--- src/rtl/mcp_pkg.sv ---
// ============================================================================
// mcp_pkg: shared constants for the class period unit
// Field widths and the reset value of the size register.
// ============================================================================
`timescale 1ns / 1ps

package mcp_pkg;

    localparam int ROW_MASK_W = 16;
    localparam int SIZE_W     = 5;
    localparam int PERIOD_W   = 5;

    localparam logic [SIZE_W-1:0] SIZE_RESET = 5'd16;

endpackage

--- src/rtl/markov_class_period_unit.sv ---
// ============================================================================
// markov_class_period_unit: period of one Markov chain class (boolean powers)
// Row requests leave the unit ready for the next row and produce no result.
// Last row: n+2 boolean products on the adjacency RAM read port, n+3 checks, and a gcd
//   fold at each exponent k>0 whose power has a set diagonal bit, then one result.
// Reset: async active low; clears control, result valid, sets size_reg to 16.
// ============================================================================
`timescale 1ns / 1ps

module markov_class_period_unit #(
    parameter int MAX_STATES = 16
) (
    input  logic                           clk,
    input  logic                           rst_n,
    input  logic                           cfg_we,
    input  logic [mcp_pkg::SIZE_W-1:0]     cfg_wdata,
    input  logic                           in_valid,
    output logic                           in_ready,
    input  logic [mcp_pkg::ROW_MASK_W-1:0] row_mask,
    input  logic                           last_row,
    output logic                           out_valid,
    input  logic                           out_ready,
    output logic [mcp_pkg::PERIOD_W-1:0]   period
);

    import mcp_pkg::*;

    localparam int IDX_W = $clog2(MAX_STATES);
    localparam int CNT_W = $clog2(MAX_STATES + 1);
    localparam int K_W   = $clog2(MAX_STATES + 3);
    localparam int SW    = (CNT_W > SIZE_W) ? CNT_W : SIZE_W;
    localparam int XW    = (ROW_MASK_W > MAX_STATES) ? ROW_MASK_W : MAX_STATES;
    localparam int PW    = (K_W > PERIOD_W) ? K_W : PERIOD_W;

    typedef enum logic [2:0] {
        S_IDLE,
        S_CHECK,
        S_SWEEP,
        S_GCD,
        S_DONE
    } state_t;

    typedef logic [MAX_STATES-1:0] row_t;

    state_t                state_reg;
    logic [SIZE_W-1:0]     size_reg;
    logic [CNT_W-1:0]      rows_loaded_reg;
    logic [K_W-1:0]        k_reg;
    logic [CNT_W-1:0]      j_reg;
    logic                  rdv_reg;
    logic [IDX_W-1:0]      jd_reg;
    logic [K_W-1:0]        gcd_reg;
    logic                  out_valid_reg;
    logic [PERIOD_W-1:0]   period_reg;

    row_t                  adj_mem [MAX_STATES];
    row_t                  rdata_reg;
    row_t                  p_reg [MAX_STATES];
    row_t                  acc_reg [MAX_STATES];
    row_t                  acc_next [MAX_STATES];
    logic [K_W-1:0]        ga_reg;
    logic [K_W-1:0]        gb_reg;

    logic                  in_fire;
    logic [SW-1:0]         size_w;
    logic [CNT_W-1:0]      n_eff;
    logic [CNT_W-1:0]      n_m1;
    row_t                  keep;
    logic [XW-1:0]         row_x;
    row_t                  wr_row;
    logic                  wr_en;
    logic                  rd_en;
    logic                  hit;
    logic                  sweep_last;
    logic                  k_last;
    logic [PW-1:0]         gcd_x;
    logic                  emit;

    assign in_ready  = (state_reg == S_IDLE);
    assign in_fire   = in_valid && in_ready;
    assign out_valid = out_valid_reg;
    assign period    = period_reg;

    // Clamp the configured size into 1..MAX_STATES.
    always_comb
    begin
        size_w = SW'(size_reg);
        if (size_w == '0)
        begin
            n_eff = CNT_W'(1);
        end
        else if (size_w > SW'(MAX_STATES))
        begin
            n_eff = CNT_W'(MAX_STATES);
        end
        else
        begin
            n_eff = CNT_W'(size_w);
        end
    end

    assign n_m1 = n_eff - CNT_W'(1);

    always_comb
    begin
        for (int b = 0; b < MAX_STATES; b++)
        begin
            keep[b] = (CNT_W'(b) < n_eff);
        end
    end

    assign row_x  = XW'(row_mask);
    assign wr_row = row_x[MAX_STATES-1:0];
    assign wr_en  = in_fire && (rows_loaded_reg < CNT_W'(MAX_STATES));
    assign rd_en  = (state_reg == S_SWEEP) && (j_reg < n_eff);

    // Rows at or above n stay zero, so the whole diagonal can be scanned.
    always_comb
    begin
        hit = 1'b0;
        for (int i = 0; i < MAX_STATES; i++)
        begin
            hit = hit | p_reg[i][i];
        end
    end

    // Fold adjacency row jd into every power row that reaches state jd.
    always_comb
    begin
        for (int i = 0; i < MAX_STATES; i++)
        begin
            acc_next[i] = acc_reg[i];
            if (rdv_reg && p_reg[i][jd_reg])
            begin
                acc_next[i] = acc_reg[i] | (rdata_reg & keep);
            end
        end
    end

    assign sweep_last = rdv_reg && (jd_reg == n_m1[IDX_W-1:0]);
    assign k_last     = (k_reg == (K_W'(n_eff) + K_W'(2)));
    assign gcd_x      = PW'(gcd_reg);
    assign emit       = (state_reg == S_DONE) && (!out_valid_reg || out_ready);

    // Adjacency RAM: one write port for loading, one registered read port.
    always_ff @(posedge clk)
    begin
        if (wr_en)
        begin
            adj_mem[rows_loaded_reg[IDX_W-1:0]] <= wr_row;
        end
        if (rd_en)
        begin
            rdata_reg <= adj_mem[j_reg[IDX_W-1:0]];
        end
    end

    // Work rows and gcd operands.
    always_ff @(posedge clk)
    begin
        if (in_fire && last_row)
        begin
            // Start from the identity so the first sweep yields A itself.
            for (int i = 0; i < MAX_STATES; i++)
            begin
                p_reg[i] <= (CNT_W'(i) < n_eff) ? (row_t'(1) << i) : '0;
            end
        end
        else if (state_reg == S_SWEEP)
        begin
            for (int i = 0; i < MAX_STATES; i++)
            begin
                acc_reg[i] <= acc_next[i];
                if (sweep_last)
                begin
                    p_reg[i] <= acc_next[i];
                end
            end
        end
        else
        begin
            for (int i = 0; i < MAX_STATES; i++)
            begin
                acc_reg[i] <= '0;
            end
        end

        if (state_reg == S_CHECK)
        begin
            ga_reg <= gcd_reg;
            gb_reg <= k_reg;
        end
        else if ((state_reg == S_GCD) && (gb_reg != '0))
        begin
            if (ga_reg >= gb_reg)
            begin
                ga_reg <= ga_reg - gb_reg;
            end
            else
            begin
                ga_reg <= gb_reg;
                gb_reg <= ga_reg;
            end
        end
    end

    always_ff @(posedge clk or negedge rst_n)
    begin
        if (!rst_n)
        begin
            state_reg       <= S_IDLE;
            size_reg        <= SIZE_RESET;
            rows_loaded_reg <= '0;
            k_reg           <= '0;
            j_reg           <= '0;
            rdv_reg         <= 1'b0;
            jd_reg          <= '0;
            gcd_reg         <= '0;
            out_valid_reg   <= 1'b0;
            period_reg      <= '0;
        end
        else
        begin
            if (cfg_we)
            begin
                size_reg <= cfg_wdata;
            end
            if (emit)
            begin
                out_valid_reg <= 1'b1;
            end
            else if (out_valid_reg && out_ready)
            begin
                out_valid_reg <= 1'b0;
            end

            rdv_reg <= rd_en;
            if (rd_en)
            begin
                jd_reg <= j_reg[IDX_W-1:0];
                j_reg  <= j_reg + CNT_W'(1);
            end

            unique case (state_reg)
                S_IDLE:
                begin
                    if (in_fire)
                    begin
                        if (last_row)
                        begin
                            rows_loaded_reg <= '0;
                            k_reg           <= '0;
                            gcd_reg         <= '0;
                            state_reg       <= S_CHECK;
                        end
                        else if (wr_en)
                        begin
                            rows_loaded_reg <= rows_loaded_reg + CNT_W'(1);
                        end
                    end
                end
                S_CHECK:
                begin
                    if ((k_reg != '0) && hit)
                    begin
                        state_reg <= S_GCD;
                    end
                    else if (k_last)
                    begin
                        state_reg <= S_DONE;
                    end
                    else
                    begin
                        j_reg     <= '0;
                        state_reg <= S_SWEEP;
                    end
                end
                S_GCD:
                begin
                    if (gb_reg == '0)
                    begin
                        gcd_reg <= ga_reg;
                        if (k_last)
                        begin
                            state_reg <= S_DONE;
                        end
                        else
                        begin
                            j_reg     <= '0;
                            state_reg <= S_SWEEP;
                        end
                    end
                end
                S_SWEEP:
                begin
                    if (sweep_last)
                    begin
                        k_reg     <= k_reg + K_W'(1);
                        state_reg <= S_CHECK;
                    end
                end
                S_DONE:
                begin
                    // Hold the result until the output register is free.
                    if (emit)
                    begin
                        period_reg <= gcd_x[PERIOD_W-1:0];
                        state_reg  <= S_IDLE;
                    end
                end
                default:
                begin
                    state_reg <= S_IDLE;
                end
            endcase
        end
    end

endmodule

--- config.mk ---
export PLATFORM = sky130hd
export DESIGN_NAME = markov_class_period_unit
export DESIGN_NICKNAME = d
export VERILOG_FILES = /design/src/rtl/mcp_pkg.sv /design/src/rtl/markov_class_period_unit.sv
export SDC_FILE = /design/constraint.sdc
export NUM_CORES = 1
export LEC_CHECK = 0
export BUFFER_PORTS_ARGS = -buffer_cell sky130_fd_sc_hd__buf_4
export CAP_MARGIN = 20
export CELL_PAD_IN_SITES_DETAIL_PLACEMENT = 1
export CELL_PAD_IN_SITES_GLOBAL_PLACEMENT = 1
export CORE_ASPECT_RATIO = 1.2
export CORE_MARGIN = 3
export CORE_UTILIZATION = 45
export CTS_CLUSTER_DIAMETER = 150
export DETAILED_ROUTE_END_ITERATION = 7
export PLACE_DENSITY = 0.73
export SLEW_MARGIN = 10
export SYNTH_ARGS = -nofsm -noshare
export SYNTH_HDL_FRONTEND = slang
export SYNTH_SLANG_ARGS = --single-unit
--- constraint.sdc ---
create_clock -name clk -period 12.7 [get_ports clk]
set_input_delay 1.27 -clock clk [delete_from_list [all_inputs] [get_ports clk]]
set_output_delay 1.27 -clock clk [all_outputs]
set_load 0.05 [all_outputs]
==> results.cfg, run 1 <==
[outcome]
status = complete, no violations

[logic_synthesis]
yosys.area.top_type_share_pct = 56.63
synthTopCellsByArea = edfxtp_1, dfxtp_1, mux4_2
postSynthRegisterBits = 833
ys_warn_count = 0
synthArstFlopShare_pct = 4.682
netlist_area_um2 = 34470
ys.flop_type = edfxtp_1
ys_types = 69
yosys-top-cells-count = edfxtp_1, nor2_1, a21oi_1
syn_inst = 2464
synth_fp_nets = 2514
synth_top_area_cell = edfxtp_1
synth-edff-count = 650
yosysMostFrequentCell = edfxtp_1
syn_area_per_cell_um2 = 13.99
seq_area_frac_synth_pct = 67.83

[cts]
clock_path_buffers = 3
cts_setup_buffers = 0
insertion_delay_ns = 0.64
tritoncts = done
clock-sinks = 833
cts_made_buffers = 82
cts_hold_buffers = 0
path_clk_slew_ns = 0.06
cts_root_buf = clkbuf_16
cts_resized = 0
htree_levels = 3

[finish]
drive_above_1_share_pct = 15.51
synthToLayoutAreaGrowth_pct = 11.13
nNetsFinal = 2491
fillerInstances = 7422
diodes = 0
final_area_um2 = 38300

[timing]
hold_viol_final = 0
fin_skew_ns = 0.02725
worstMarginPinSlew_ns = 1.173
rsz0062_at_grt = no
fmax_ghz = 0.2298
final.setup.tns_ns = 0
drv_slew = 0
min_period_ns = 4.352
finalSetupViolCount = 0
slew_headroom_pct = 21.82
min_period_over_period_pct = 34.27

[placed_design]
port_buffers = 33
placed_cell_area_um2 = 35630
gp_congestion = 0.7951
dp_hpwl_um = 53470

[route]
routed_wl_um = 93330
vias_per_cell = 6.013
drt_iter0_markers = 1912
wl_per_cell_um = 26.54
postRouteAntennaNets = 0
vias = 21140
firstDrtPassIters = 5
drc = 0

[pwr]
seqPwrFrac_pct = 41.8
internal_power_mw = 5.400
p_sw_mw = 2.783
swShare_pct = 34.01
p_leak_nw = 13.19
finalPower_mw = 8.182
max-vdd-ir-drop_uv = 138.6
p_comb_share_pct = 28.7
power.density_nw_per_um2 = 213.6
clockPowerShare_pct = 29.5

[critical_path]
crit_type = register to register
crit_fanout = 192
cp.arrival_ns = 4.59
critPathLaunchType = register
endpoint_kind = register
required_ns = 12.93

[job]
cap_violations = 0

[floorplanning]
fp.dieH_um = 309.2
die_w_um = 258.6
io_pins = 34
row_count = 110
dieArea_um2 = 79960
initial_core_util_pct = 45.70
core-area_um2 = 75420

[global_routing]
grt_first_pass_wirelength_um = 142100
grt_pass1_vias = 22740
gr-usage-all-layers_pct = 23.58
antenna_found_initial = 1
grt.overflow.total = 0
grt_max_degree = 193

[worst_hold_path]
hp-class = register to register
logic make-up (layout without fill, tap and decap cells):
| family | count (synthesis) | count (layout) | synth area share (%) |
|---|---|---|---|
| flops | 833 | 833 | 67.83 |
| xor+xnor | 19 | 19 | 0.4828 |
| simple gates | 601 | 601 | 7.380 |
| buf+inv | 222 | 266 | 2.980 |
| compound gates | 551 | 551 | 10.47 |
| mux | 215 | 215 | 10.00 |
| fa+ha+maj | 23 | 23 | 0.8567 |
placed cells by master, fill, tap and decap left out, drive strengths merged, types with 20 or more instances in the layout:
master	netlist	routed
edfxtp	650	650
nor2	355	355
a21oi	250	250
a22o	154	154
dfxtp	144	144
nand2	131	131
clkbuf	107	109
mux4	102	102
mux2i	97	97
buf	96	96
o21ai	68	68
a22oi	44	44
dfrtp	38	38
clkinv	0	29
and2	25	25
inv	19	25
ha	22	22
nand3	20	20
nor2b	20	20
layout make-up:
type	count	area [um2]	area share, %
Multi-Input combinational cell	1409	10180	26.57
Timing Repair Buffer	96	775.7	2.025
Sequential cell	833	23390	61.06
Clock inverter	42	380.4	0.9930
Inverter	19	76.32	0.1993
Clock buffer	109	2247	5.867
Tap cell	1008	1261	3.293
routing by layer:
| layer | global-route usage [%] | wire (um) | vias to the layer above |
|---|---|---|---|
| li1 | - | - | 9212 |
| met1 | 30.06 | 36850 | 11040 |
| met2 | 40.40 | 46940 | 694 |
| met3 | 3.955 | 5954 | 191 |
| met4 | 9.390 | 3562 | 2 |
| met5 | 0 | 13 | - |
power groups by stage:
| stage | Sequential (mW) | Combinational, mW | Clock, mW |
|---|---|---|---|
| global route | 3.45 | 2.53 | 2.57 |
| floorplan | 3.37 | 1.68 | 0 |
| finish | 3.42 | 2.35 | 2.41 |
| global placement | 3.46 | 2.24 | 0 |
| detailed placement | 3.48 | 2.33 | 0 |
| CTS | 3.42 | 2.35 | 2.45 |
worst max-delay path, cell delays in order, from the launching register on:
cell     delay [ns]
dfrtp_1        0.49
nor4_2         0.48
nor2_1         0.21
ha_1           0.26
xnor2_1        0.20
xnor2_1        0.14
and3_1         0.21
nand4_1        0.19
nand2_4        0.74
buf_12         0.79
through the flow:
stage | worst slack [ns] | util [%] | cells | hold WS [ns]
2_1_floorplan | 1.576 | - | 2464 | 0.4423
3_3_place_gp | 8.494 | 47.20 | 3361 | 0.4563
3_5_place_dp | 8.386 | 47.25 | 3363 | 0.4571
4_1_cts | 8.374 | 50.73 | 3514 | 0.4779
5_1_grt | 8.031 | 50.79 | 3516 | 0.4898
6_report | 8.348 | 50.79 | 3516 | 0.4751
path summary, 6_finish.rpt:
kind                                              start                           end  cells past startpoint  slack [ns]
max in group asynchronous                         rst_n            j_reg[0]$_DFF_PN0_                      1       11.67
hold reg to reg            acc_reg[0][105]$_SDFFE_PP0P_  acc_reg[0][105]$_SDFFE_PP0P_                      1        0.48
setup reg to reg                size_reg[2]$_DFFE_PN0P_     p_reg[0][6]$_SDFFCE_PP0P_                      9        8.35
hold / removal             acc_reg[0][105]$_SDFFE_PP0P_  acc_reg[0][105]$_SDFFE_PP0P_                      1        0.48
setup / recovery                size_reg[2]$_DFFE_PN0P_     p_reg[0][6]$_SDFFCE_PP0P_                      9        8.35
min in group asynchronous                         rst_n         period[0]$_DFFE_PN0P_                      1        0.60
Note: power is estimated with default switching activity, not from simulation.
==> run 2, diff against run 1 <==
- clock period: 12.7 -> 3.7 ns (I/O delays scaled with it)
==> run 2 against run 1 <==
Sequential share of layout area shrank 1.1 points. Worst setup slack lost 7.9 ns. Sequential power grew to 3.5 times the previous value. Utilization grew 0.91 points. Global-route usage shrank 0.13 points. Die area is the same. Highest routed layer is now met4.
==> results.cfg, run 2 (synthesis results as in run 1) <==
[pwr]
p_leak_nw = 13.51
finalPower_mw = 28.46
max-vdd-ir-drop_uv = 582.0
power.density_nw_per_um2 = 730.0

[finish]
drive_above_1_share_pct = 16.15
final_common_cell = edfxtp_1
final_area_um2 = 38990
final_cell_mix = edfxtp_1, nor2_1, a21oi_1
nNetsFinal = 2546
utilization_pct = 51.70
synthToLayoutAreaGrowth_pct = 13.13

[timing]
hold_viol_final = 0
fin_skew_ns = 0.03864
slew_headroom_pct = 31.75
fmax_ghz = 0.3039
worstMarginPinSlew_ns = 1.020
min_period_ns = 3.291
final.setup.tns_ns = 0
rsz0062_at_grt = no
min_period_over_period_pct = 88.95
drv_slew = 0
finalSetupViolCount = 0

[floorplanning]
die_w_um = 258.6
dieArea_um2 = 79960
row_count = 110
initial_core_util_pct = 45.70
core-area_um2 = 75420
fp.dieH_um = 309.2
io_pins = 34

[critical_path]
setup.worst_path.end = p_reg[1][17]$_SDFFCE_PP0P_
critPathLaunchType = register
required_ns = 4.01
cp.arrival_ns = 3.61
r2r-start = size_reg[4]$_DFFE_PN1P_
endpoint_kind = register
reg2reg_slack_ns = 0.41
crit_type = register to register
crit_fanout = 33
rr_endpoint = p_reg[1][17]$_SDFFCE_PP0P_
cp-startpoint = size_reg[4]$_DFFE_PN1P_
r2r.worst_path.cells = 9

[global_routing]
grt_pass1_vias = 22680
antenna_found_initial = 2
grt.overflow.total = 0
grt_max_degree = 110
grt_first_pass_wirelength_um = 141600
gr-usage-all-layers_pct = 23.45

[cts]
tritoncts = done
clock_path_buffers = 3
path_clk_slew_ns = 0.06
cts_made_buffers = 82
cts_resized = 0
insertion_delay_ns = 0.65
htree_levels = 3
clock-sinks = 833
cts_root_buf = clkbuf_16

[route]
postRouteAntennaNets = 0
vias = 21200
drc = 0
vias_per_cell = 5.935
routed_wl_um = 92460
drt_iter0_markers = 1922
wl_per_cell_um = 25.89
firstDrtPassIters = 5

[worst_hold_path]
hp-class = primary input to register

[job]
cap_violations = 0

[placed_design]
gp_congestion = 0.8181
port_buffers = 33
dp_hpwl_um = 56210
placed_cell_area_um2 = 36130

[outcome]
status = complete, no violations
run 2: repair_timing:
action | CTS | global route
hold buffers | 20 | 0
endpoints found under the hold margin | 199 | 0
buffers inserted | 0 | 0
run 2: final cells by class:
type                       instances  area, um2
multi-input combinational       1409      10190
inverter                          19      76.32
fill                            7413      36430
antenna                            1      2.502
sequential                       833      23390
timing repair buffer             151       1409
clock inverter                    41      422.9
clock buffer                     110       2240
tap                             1008       1261
run 2: worst max-delay path, cell delays in order, from the launching register on:
cell	delay (ns)
dfstp_2	0.70
nand2b_1	0.34
ha_1	0.41
and2_1	0.20
a221oi_2	0.06
xnor2_1	0.29
nand4_1	0.14
buf_4	0.20
nand2_8	0.29
buf_12	0.28
run 2: metal layers:
metal / vias up / GRT usage [%] / wire [um]
met4: 0 / 8.852 / 3395
met5: - / 0 / 0
met3: 197 / 3.611 / 5467
li1: 9321 / - / -
met1: 11020 / 30.01 / 36790
met2: 658 / 40.52 / 46810
run 2: stage by stage:
step / std cells / setup slack [ns] / hold WS (ns)
floorplan: 2464 / 0.1399 / 0.07441
global route: 3571 / 0.2117 / 0.02608
global placement: 3400 / 0.5194 / 0.3772
finish: 3572 / 0.4090 / 0.04104
detailed placement: 3400 / 0.4749 / 0.3879
CTS: 3571 / 0.4254 / 0.007547
run 2: how the worst min path moves through the flow:
stage	startpoint	end	slack (ns)	cells after the start
6_report	row_mask[5]	adj_mem[14][5]$_DFFE_PP_	0.04	1
5_1_grt	row_mask[9]	adj_mem[14][9]$_DFFE_PP_	0.03	1
4_1_cts	row_mask[9]	adj_mem[3][9]$_DFFE_PP_	0.008	1
3_5_place_dp	rst_n	rows_loaded_reg[4]$_DFFE_PN0P_	0.39	1
3_3_place_gp	rst_n	period[3]$_DFFE_PN0P_	0.38	1
2_1_floorplan	rst_n	gcd_reg[0]$_DFFE_PN0P_	0.07	0
run 2: power by group:
| part | internal [mW] | switching, mW |
|---|---|---|
| sequential | 11.1 | 0.697 |
| combinational | 3.07 | 5.28 |
| clock | 4.76 | 3.57 |
